## config.mk

```make
export PLATFORM = sky130hd
export DESIGN_NAME = rocker_autorepeat_level_control
export DESIGN_NICKNAME = d
export VERILOG_FILES = /design/src/rtl/core/ral_pkg.sv /design/src/rtl/core/rocker_autorepeat_level_control.sv /design/src/rtl/core/ral_step.sv
export SDC_FILE = /design/constraint.sdc
export NUM_CORES = 1
export LEC_CHECK = 0
export BUFFER_PORTS_ARGS = -buffer_cell sky130_fd_sc_hd__buf_2
export CAP_MARGIN = 20
export CORE_ASPECT_RATIO = 2
export CORE_MARGIN = 2
export CORE_UTILIZATION = 45
export DETAILED_ROUTE_END_ITERATION = 10
export GPL_ROUTABILITY_DRIVEN = 0
export SLEW_MARGIN = 15
export SYNTH_ARGS = -nofsm -noshare
export SYNTH_HDL_FRONTEND = slang
export SYNTH_SLANG_ARGS = --single-unit
```

## constraint.sdc

```tcl
create_clock -name i_clk -period 8.1 [get_ports i_clk]
set_clock_uncertainty 0.2 [all_clocks]
set_input_delay 0.405 -clock i_clk [delete_from_list [all_inputs] [get_ports i_clk]]
set_output_delay 0.405 -clock i_clk [all_outputs]
set_load 0.02 [all_outputs]
```

## src/rtl/core/ral_pkg.sv

```systemverilog
// ============================================================================
// Rocker auto-repeat level control package
// Shared types, key codes, request codes and register indexes.
// ============================================================================
package ral_pkg;

    localparam int TIME_BITS     = 32;
    localparam int LEVEL_BITS    = 8;
    localparam int DELAY_BITS    = 16;
    localparam int CFG_DATA_BITS = 16;
    localparam int CFG_IDX_BITS  = 3;

    typedef logic [TIME_BITS-1:0]     t_time;
    typedef logic [LEVEL_BITS-1:0]    t_level;
    typedef logic [DELAY_BITS-1:0]    t_delay;
    typedef logic [CFG_DATA_BITS-1:0] t_cfg_data;

    // Request codes.
    typedef enum logic [1:0] {
        REQ_POLL_START = 2'd0,
        REQ_KEY_EVENT  = 2'd1,
        REQ_POLL_END   = 2'd2
    } t_req;

    // Configuration register indexes.
    typedef enum logic [CFG_IDX_BITS-1:0] {
        CFG_VOL_LIMIT        = 3'd0,
        CFG_BRI_LIMIT        = 3'd1,
        CFG_FIRST_DELAY      = 3'd2,
        CFG_REPEAT_INTERVAL  = 3'd3,
        CFG_SLEEP_GAP        = 3'd4,
        CFG_VOLUME_START     = 3'd5,
        CFG_BRIGHTNESS_START = 3'd6
    } t_cfg_idx;

    // Key codes and event type.
    localparam logic [9:0] KEY_UP     = 10'd115;
    localparam logic [9:0] KEY_DOWN   = 10'd114;
    localparam logic [9:0] KEY_HOTKEY = 10'd316;
    localparam logic [9:0] KEY_SELECT = 10'd314;
    localparam logic [9:0] KEY_START  = 10'd315;
    localparam logic [4:0] EV_KEY        = 5'd1;
    localparam logic [7:0] KEY_VAL_MAX   = 8'd2;

    // Register reset values.
    localparam t_level VOL_LIMIT_RST        = 8'd20;
    localparam t_level BRI_LIMIT_RST        = 8'd10;
    localparam t_delay FIRST_DELAY_RST      = 16'd300;
    localparam t_delay REPEAT_INTERVAL_RST  = 16'd100;
    localparam t_delay SLEEP_GAP_RST        = 16'd1000;
    localparam t_level VOLUME_START_RST     = 8'd0;
    localparam t_level BRIGHTNESS_START_RST = 8'd0;

    typedef struct packed {
        logic [1:0] req_type;
        logic [31:0] now_ms;
        logic [4:0] event_type;
        logic [9:0] key_code;
        logic [7:0] key_value;
        logic       kill_target_present;
    } t_ral_in;

    typedef struct packed {
        logic [7:0] volume_level;
        logic [7:0] brightness_level;
        logic       kill_request;
        logic       input_ignored;
    } t_ral_out;

    typedef struct packed {
        t_level vol_limit;
        t_level bri_limit;
        t_delay first_repeat_delay_ms;
        t_delay repeat_interval_ms;
        t_delay sleep_gap_ms;
    } t_ral_cfg;

    // One rocker key: held and fresh keep only whether the key value was nonzero.
    typedef struct packed {
        logic  held;
        logic  fresh;
        t_time deadline;
    } t_rocker;

    typedef struct packed {
        logic    ignore_flag;
        t_time   poll_time;
        t_time   last_poll_time;
        logic    hotkey_held;
        logic    select_held;
        logic    start_held;
        t_rocker up;
        t_rocker down;
        t_level  volume;
        t_level  brightness;
    } t_ral_state;

endpackage

```

## src/rtl/core/rocker_autorepeat_level_control.sv

```systemverilog
// ============================================================================
// Rocker auto-repeat level control
// A transfer accepted into the input register moves on to the output
// register when that register is empty or its result is being taken.
// One transfer per cycle is sustained while results are taken every cycle.
// Reset (synchronous, active low) empties both stages, restores register
// defaults and clears all key state; levels load their start values.
// ============================================================================
//
// The block tracks a volume and a brightness level stepped by an up/down
// rocker with auto-repeat. Polls arrive as a poll start (latches time and
// flags stale input), key events (update held-key state) and a poll end
// (applies steps, reports a kill request). The hotkey redirects the rocker
// to brightness. Every transfer returns exactly one result.
//
// Pipeline: an input register holds the accepted transfer; the step logic
// computes the next state and the result in one pass, and the result goes
// to an output register. While a finished result waits in the output
// register, the input register can still take one transfer; after that the
// input stalls until the waiting result is taken.
module rocker_autorepeat_level_control
    import ral_pkg::*;
(
    input  logic                    i_clk,
    input  logic                    i_rst_n,
    // Input channel
    input  logic                    i_in_valid,
    output logic                    o_in_ready,
    input  t_ral_in                 i_in,
    // Output channel
    output logic                    o_out_valid,
    input  logic                    i_out_ready,
    output t_ral_out                o_out,
    // Configuration write port
    input  logic                    i_cfg_we,
    input  logic [CFG_IDX_BITS-1:0] i_cfg_idx,
    input  t_cfg_data               i_cfg_data
);

    logic       r_in_valid;
    t_ral_in    r_in;
    logic       r_out_valid;
    t_ral_out   r_out;
    t_ral_state r_state;
    t_ral_cfg   r_cfg;

    t_ral_state n_state;
    t_ral_out   n_out;
    logic       advance;
    t_ral_state state_rst;

    // The held transfer moves on when the output register is empty or
    // its result is being taken in this cycle.
    assign advance    = r_in_valid && (!r_out_valid || i_out_ready);
    assign o_in_ready = !r_in_valid || advance;

    // State after reset: all key state clear, levels at their start values.
    always_comb begin
        state_rst            = '0;
        state_rst.volume     = VOLUME_START_RST;
        state_rst.brightness = BRIGHTNESS_START_RST;
    end

    ral_step u_step (
        .i_item   (r_in),
        .i_state  (r_state),
        .i_cfg    (r_cfg),
        .o_state  (n_state),
        .o_result (n_out)
    );

    // Stage valid flags.
    always_ff @(posedge i_clk) begin
        if (!i_rst_n) begin
            r_in_valid  <= 1'b0;
            r_out_valid <= 1'b0;
        end else begin
            if (o_in_ready) begin
                r_in_valid <= i_in_valid;
            end
            if (advance) begin
                r_out_valid <= 1'b1;
            end else if (i_out_ready) begin
                r_out_valid <= 1'b0;
            end
        end
    end

    // Payload registers.
    always_ff @(posedge i_clk) begin
        if (o_in_ready && i_in_valid) begin
            r_in <= i_in;
        end
        if (advance) begin
            r_out <= n_out;
        end
    end

    // Block state and configuration. Writes must come only while the block
    // is idle so they never collide with a state update; not enforced here.
    always_ff @(posedge i_clk) begin
        if (!i_rst_n) begin
            r_state                     <= state_rst;
            r_cfg.vol_limit             <= VOL_LIMIT_RST;
            r_cfg.bri_limit             <= BRI_LIMIT_RST;
            r_cfg.first_repeat_delay_ms <= FIRST_DELAY_RST;
            r_cfg.repeat_interval_ms    <= REPEAT_INTERVAL_RST;
            r_cfg.sleep_gap_ms          <= SLEEP_GAP_RST;
        end else begin
            if (advance) begin
                r_state <= n_state;
            end
            if (i_cfg_we) begin
                case (i_cfg_idx)
                    CFG_VOL_LIMIT:        r_cfg.vol_limit <= i_cfg_data[LEVEL_BITS-1:0];
                    CFG_BRI_LIMIT:        r_cfg.bri_limit <= i_cfg_data[LEVEL_BITS-1:0];
                    CFG_FIRST_DELAY:      r_cfg.first_repeat_delay_ms <= i_cfg_data;
                    CFG_REPEAT_INTERVAL:  r_cfg.repeat_interval_ms <= i_cfg_data;
                    CFG_SLEEP_GAP:        r_cfg.sleep_gap_ms <= i_cfg_data;
                    // Writing a start value also loads the level at once.
                    CFG_VOLUME_START:     r_state.volume <= i_cfg_data[LEVEL_BITS-1:0];
                    CFG_BRIGHTNESS_START: r_state.brightness <= i_cfg_data[LEVEL_BITS-1:0];
                    default: ;
                endcase
            end
        end
    end

    assign o_out_valid = r_out_valid;
    assign o_out       = r_out;

endmodule

```

## src/rtl/core/ral_step.sv

```systemverilog
// ============================================================================
// Rocker step logic
// Computes the next state and the result of one transfer from the current state.
// ============================================================================
module ral_step
    import ral_pkg::*;
(
    input  t_ral_in    i_item,
    input  t_ral_state i_state,
    input  t_ral_cfg   i_cfg,
    output t_ral_state o_state,
    output t_ral_out   o_result
);

    t_time   now_t;
    t_time   press_deadline;
    logic    key_ok;
    logic    pressed;
    logic    hot_c;
    t_rocker up_c;
    t_rocker dn_c;
    logic    up_step;
    logic    dn_step;
    t_rocker up_n;
    t_rocker dn_n;
    t_level  lvl_in;
    t_level  lvl_max;
    t_level  lvl_up;
    t_level  lvl_dn;
    logic    kill;
    logic    ign;

    assign now_t          = t_time'(i_item.now_ms);
    assign press_deadline = i_state.poll_time + t_time'(i_cfg.first_repeat_delay_ms);
    assign key_ok  = !i_state.ignore_flag && (i_item.event_type == EV_KEY)
                     && (i_item.key_value <= KEY_VAL_MAX);
    assign pressed = (i_item.key_value != '0);

    // Poll end: stale polls drop hotkey and rocker state before stepping.
    assign hot_c = i_state.hotkey_held & ~i_state.ignore_flag;
    assign up_c  = i_state.ignore_flag ? '0 : i_state.up;
    assign dn_c  = i_state.ignore_flag ? '0 : i_state.down;

    assign up_step = up_c.fresh | (up_c.held & (i_state.poll_time >= up_c.deadline));
    assign dn_step = dn_c.fresh | (dn_c.held & (i_state.poll_time >= dn_c.deadline));

    always_comb begin
        up_n = up_c;
        if (up_step) begin
            if (up_c.fresh) begin
                up_n.fresh = 1'b0;
            end else begin
                up_n.deadline = up_c.deadline + t_time'(i_cfg.repeat_interval_ms);
            end
        end
        dn_n = dn_c;
        if (dn_step) begin
            if (dn_c.fresh) begin
                dn_n.fresh = 1'b0;
            end else begin
                dn_n.deadline = dn_c.deadline + t_time'(i_cfg.repeat_interval_ms);
            end
        end
    end

    // Up is applied before down on the same level.
    assign lvl_in  = hot_c ? i_state.brightness : i_state.volume;
    assign lvl_max = hot_c ? i_cfg.bri_limit : i_cfg.vol_limit;
    assign lvl_up  = (up_step && (lvl_in < lvl_max)) ? lvl_in + 8'd1 : lvl_in;
    assign lvl_dn  = (dn_step && (lvl_up != '0)) ? lvl_up - 8'd1 : lvl_up;

    always_comb begin
        o_state = i_state;
        kill    = 1'b0;
        ign     = i_state.ignore_flag;
        unique case (i_item.req_type)
            REQ_POLL_START: begin
                o_state.poll_time   = now_t;
                o_state.ignore_flag = (now_t - i_state.last_poll_time)
                                      > t_time'(i_cfg.sleep_gap_ms);
                ign = o_state.ignore_flag;
            end
            REQ_KEY_EVENT: begin
                if (key_ok) begin
                    unique case (i_item.key_code)
                        KEY_HOTKEY: o_state.hotkey_held = pressed;
                        KEY_SELECT: o_state.select_held = pressed;
                        KEY_START:  o_state.start_held  = pressed;
                        KEY_UP: begin
                            o_state.up.held  = pressed;
                            o_state.up.fresh = pressed;
                            if (pressed) begin
                                o_state.up.deadline = press_deadline;
                            end
                        end
                        KEY_DOWN: begin
                            o_state.down.held  = pressed;
                            o_state.down.fresh = pressed;
                            if (pressed) begin
                                o_state.down.deadline = press_deadline;
                            end
                        end
                        default: ;
                    endcase
                end
            end
            REQ_POLL_END: begin
                kill = i_item.kill_target_present & i_state.start_held
                       & i_state.select_held;
                o_state.hotkey_held = hot_c;
                o_state.up          = up_n;
                o_state.down        = dn_n;
                if (hot_c) begin
                    o_state.brightness = lvl_dn;
                end else begin
                    o_state.volume = lvl_dn;
                end
                o_state.last_poll_time = i_state.poll_time;
                o_state.ignore_flag    = 1'b0;
            end
            default: ;
        endcase
    end

    assign o_result.volume_level     = o_state.volume;
    assign o_result.brightness_level = o_state.brightness;
    assign o_result.kill_request     = kill;
    assign o_result.input_ignored    = ign;

endmodule

```

* Word level (Yosys, flattened, before mapping)
Cells that the tools add are included.
** Cells by class
- Muxes and demuxes :: 30
- Reduce and logical (&&, ||, !) cells :: 33
- Eq/ne operators :: 19
- Add/subtract/negate cells :: 6
- $lt $le $gt $ge :: 5
- Bitwise gates (word level) :: 8
** Operator list (count)
- $mux 34 :: 4
- $pmux 68 s2 :: 1
- $add 32x16->32 :: 3
- $mux 32 :: 3
- $mux 71 :: 1
- $mux 33 :: 2
- $ge 32x32->1 :: 2
- $mux 8 :: 8
- $mux 16 :: 3
- $gt 32x16->1 :: 1
- $sub 32x32->32 :: 1
- $eq 10x9->1 const B :: 3
- $eq 10x7->1 const B :: 2
- $reduce_and 4->1 :: 5
- $reduce_and 2->1 :: 8
- $reduce_bool 8->1 :: 2
- $reduce_and 5->1 :: 2
- $eq 3x3->1 const B :: 3
- $add 8x1->8 const B :: 1
- $le 8x2->1 const B :: 1
- $lt 8x8->1 :: 1
- $sub 8x1->8 const B :: 1
- $eq 3x2->1 const B :: 2
- $logic_and 1x1->1 :: 6
- 16 further kinds :: 35
** Storage, ports and cells
- Output and inout bits :: 20
- Input port bits :: 82
- Bits in registers :: 294

* Longest topological paths before layout
- Word-level depth :: 14
- Mapped depth :: 22
- Mapped depth without buffers :: 22

* By module
From an unflattened synthesis, not the netlist that was laid out.
** Second synthesis, totals
- Cells, all modules :: 2721
- Area total of the unflattened synthesis :: 21513.1 um^2
** By module, submodules not included
- ral_step :: area an instance 11029.3 um^2, sequential area each 0.0 um^2, cells each 1640, instances 1
- rocker_autorepeat_level_control :: area an instance 10483.8 um^2, sequential area each 6646.4 um^2, cells each 1081, instances 1

* Least setup slack after synthesis
OpenSTA, ideal clock, no wires.
- Path kind :: reg2reg
- Start :: register r_state[151] in the netlist's numbering
- End :: register r_out, in the netlist o_out[8] (data pin)
- Stages on the path, launching flop included :: 21
- Setup slack :: 2938 ps
- Library setup time :: 266 ps
- Arrival time :: 4696 ps
- Cell sequence :: dfxtp_1 > buf_2 > clkinv_1 > clkbuf_1 > buf_1 > clkbuf_1 > nand2_1 > ha_1 > a21oi_1 > nand2_1 > a2111oi_4 > o211ai_1 > a211oi_4 > nor2_1 > xnor2_1 > ha_1 > inv_1 > or2_2 > nor4_1 > mux2i_1 > o21ai_0
** RTL lines
- start: declaration :: line rocker_autorepeat_level_control.sv:44 : t_ral_state r_state;
- start signal: assignment :: line rocker_autorepeat_level_control.sv:103 : r_state <= state_rst;
- start signal: assignment :: line rocker_autorepeat_level_control.sv:111 : r_state <= n_state;
- end signal: assignment :: line rocker_autorepeat_level_control.sv:95 : r_out <= n_out;
- end: declaration :: line rocker_autorepeat_level_control.sv:43 : t_ral_out r_out;

==> summary.txt <==
Global routing
  – Pin count of the biggest net entering global routing: 92
  – Leftover overflow at the end of global routing: 0
  – Number of global-route vias before repair: 16.8k
  – Antenna violations before repair: 0
  – Total track usage: 26.7%
  – Wire length of the first global-routing pass: 94400 microns

Timing
  – Number of pins exceeding their max-slew limit in the final report: 0
  – Worst hold slack: 0.0156 ns
  – Total negative slack for setup checks: 0 ns
  – Highest attainable clock frequency: 171 MHz
  – Setup repair after global routing missed its margin: no
  – Final count of hold timing violations: 0
  – Post-layout min period: 5.86 ns
  – Transition at the pin with the smallest max-transition slack: 1.05 ns
  – Slew margin rel.: 29.7%
  – Count of endpoints failing setup in the final report: 0
  – Post-route clock period utilization: 72.4%

Power
  – Share of total power consumed by net switching: 28.1%
  – Clk network pwr share: 39.4%
  – Gate power share: 15.3%
  – Max VDD drop: 0.165 mV
  – Total internal power: 2.53 mW
  – Leakage component of the power: 8.80 nW
  – Proportion of power drawn by flip-flops and latches: 45.3%
  – Net switching power: 991 uW
  – Power Dens Cells: 159 nW/um^2

Worst setup path
  – Crit-path slowest cell: a211oi_4
  – Crit Path Category: flip-flop to flip-flop
  – Maximum fanout count along the critical path: 34
  – Worst path required time: 8.22 ns
  – Cell family contributing the most delay on the critical path: compound AO/OA/AOI/OAI gates
  – Maximum single-stage delay on the critical path: 0.62 ns
  – Kind of start point of the critical path: flip-flop
  – Kind of end point of the critical path: flip-flop
  – Crit path arrival time: 5.98 ns
  – Buffers & Inverters on Critical Path: 4
  – Crit-path cells: buf_4 -> clkinv_1 -> buf_4 -> nand2_1 -> ha_1 -> o21a_1 -> o21a_1 -> o311ai_0 -> a21oi_1 -> a211oi_4 -> nor2_1 -> xnor2_1 -> ha_1 -> inv_1 -> or2_2 -> nor4_1 -> mux2i_1 -> o21ai_0

Yosys
  – Arithmetic-cell share of the synthesized area counting full adders, half adders and majority gates: 11.4%
  – Asr flop ratio synth: 0%
  – Synth Area in Compound Gates: 22.6%
  – Netlist Area Pre-Place: 19500 sq um
  – Largest family of logic cells by synthesized area: compound AO/OA/AOI/OAI gates
  – Top FF cell, synth: dfxtp_1
  – Avg Cell Area, Syn: 8.10 sq um
  – Synthesized instance count: 2413
  – Unique cell type count in the Yosys netlist: 78
  – Synthesis warning total: 0
  – Number of synthesized flops with an enable pin: 76
  – Proportion of synthesized area in mux cells: 2.05%
  – Seq/Total Area, Yosys: 34.0%
  – Xor-xnor portion of the synthesized cell area: 4.53%
  – Syn nets: 2671
  – Flop and latch count out of synthesis: 294
  – Synthesized-area fraction occupied by and/or/nand/nor cells: 21.0%

Finish
  – Fin nets: 2796
  – Multi-input logic area: 12100 sq um
  – Antenna diode instance count: 0
  – Layout cell share with drive strength beyond 1: 8.21%
  – FF/Latch Area: 6650 sq um
  – Area growth from synthesis to layout: 13.7%
  – Area of all placed cells without fillers: 22200 sq um
  – Filler cells: 4197

Route
  – Pre-Repair DR Iteration Count: 6
  – Sum of routed wire length over all layers: 61100 microns
  – Drt first-iter violations: 1322
  – Number of DRC violations after detailed routing: 0
  – Detail Route Antenna Nets: 0
  – Per-cell routed wire length: 19.7 microns
  – Vias per inst: 5.75
  – Total number of vias: 17.9k

Clocking
  – CTS root buf: clkbuf_16
  – Number of hold buffers added after cts: 71
  – CTS sink cnt: 294
  – Clock insertion delay at the later pin of the skew report: 0.58 ns
  – Post-cts sizing count: 0
  – Reg clk slew, reported paths: 0.07 ns
  – Level count of the clock H-tree: 1
  – Largest buffer count on any clock path: 3
  – Clock tree from TritonCTS: built
  – CTS Buf Count: 29
  – Setup fix buffers added after clock tree synthesis: 0

Floorplan
  – Height of the chip: 299 microns
  – Total core area: 43100 sq um
  – X dimension of the die: 151 microns
  – Effective utilization at floorplan: 45.3%
  – I/O pin count: 102
  – Die footprint: 45200 sq um
  – Number of cell rows: 108

Run
  – Max-Cap Viols: 0

Hold path
  – Worst min-delay path category: input port to flip-flop

Placement
  – Half-perimeter wire length of the detailed placement result: 45100 microns
  – I/O Buffers: 101
  – Placed standard-cell area: 20600 sq um

Run status
  – Outcome: finished clean
[worst min-delay path, cell delays in order]
cell	delay, ns
buf_2	0.19
nand2_1	0.09
nand3_1	0.06
[stage by stage]
| stage | power (mW) | util (%) | setup WS (ns) | cells |
|---|---|---|---|---|
| floorplan | 1.96 | - | 2.94 | 2413 |
| CTS | 3.55 | 51.5 | 2.32 | 3108 |
| detailed placement | 2.13 | 47.7 | 2.34 | 2986 |
| global route | 3.66 | 51.5 | 1.93 | 3108 |
| global placement | 2.13 | 47.7 | 2.45 | 2986 |
| finish | 3.53 | 51.5 | 2.24 | 3108 |
[final timing paths]
check	from	end	slack [ns]	cells after the start
worst max-delay path	r_state[151]	o_out[8]	2.24	18
worst min-delay path	i_cfg_data[6]	r_cfg[22]	0.02	3
worst max register to register	r_state[151]	o_out[8]	2.24	18
worst min register to register	r_state[100]	r_state[100]	0.27	2
[sequential cells by signal, summed over array words and instances, names as in the netlist]
register	cells
r_cfg	64
r_in_valid	1
r_in	58
o_out	18
o_out_valid	1
r_state	152
[power groups by stage]
stage	logic [mW]	registers, mW	clock network, mW
finish	0.538	1.60	1.39
floorplan	0.347	1.62	0
CTS	0.532	1.60	1.42
global placement	0.499	1.63	0
global route	0.592	1.60	1.47
detailed placement	0.503	1.63	0
[cell usage in the layout (no fill, tap or decap), drive strengths merged, types with 19 or more instances in the layout]
| cell | n |
|---|---|
| dlygate4sd3 | 71 |
| nor3 | 46 |
| buf | 126 |
| a21o | 38 |
| nor2b | 36 |
| a21boi | 122 |
| inv | 122 |
| and3 | 21 |
| a22oi | 19 |
| nor2 | 124 |
| nor4 | 20 |
| ha | 172 |
| xor2 | 29 |
| mux2i | 32 |
| dfxtp | 218 |
| a21oi | 122 |
| nand2b | 24 |
| a31oi | 40 |
| o211ai | 23 |
| o21a | 20 |
| edfxtp | 76 |
| o21ai | 178 |
| nand2 | 472 |
| nand3 | 66 |
| xnor2 | 72 |
| clkbuf | 36 |
| nand4 | 32 |
| a211oi | 21 |
[Yosys cell counts (38+ instances only)]
| cell type | count | area share [%] |
|---|---|---|
| a21boi_0 | 122 | 4.7 |
| a21o_1 | 38 | 1.5 |
| a21oi_1 | 121 | 3.1 |
| a31oi_1 | 40 | 1.3 |
| clkbuf_1 | 88 | 1.7 |
| dfxtp_1 | 218 | 22 |
| edfxtp_1 | 76 | 12 |
| ha_1 | 172 | 11 |
| inv_1 | 121 | 2.3 |
| nand2_1 | 472 | 9.1 |
| nand3_1 | 66 | 1.7 |
| nor2_1 | 124 | 2.4 |
| nor3_1 | 45 | 1.2 |
| o21ai_0 | 160 | 4.1 |
| xnor2_1 | 72 | 3.2 |
[cell families after synthesis]
logic type / Yosys count
fa+ha+maj: 176
xor+xnor: 101
flops: 294
buf+inv: 226
compound gates: 673
simple gates: 905
mux: 38
[area by class of cell]
type                            count  share of cell area (%)
Clock buffer                       36                    3.62
Inverter                          123                    2.08
Tap cell                          550                    3.10
Timing Repair Buffer              197                    6.33
Clock inverter                     15                   0.614
Multi-Input combinational cell   1893                    54.3
Sequential cell                   294                    29.9
[layer usage]
layer / global-route usage [%] / wire (microns) / up-vias
met5: 0 / 0 / -
met4: 10.1 / 2420 / 0
met3: 2.64 / 3220 / 117
met2: 43.9 / 28800 / 532
met1: 36.0 / 26600 / 8376
li1: - / - / 8852
Power figures use the tool's default switching activity.
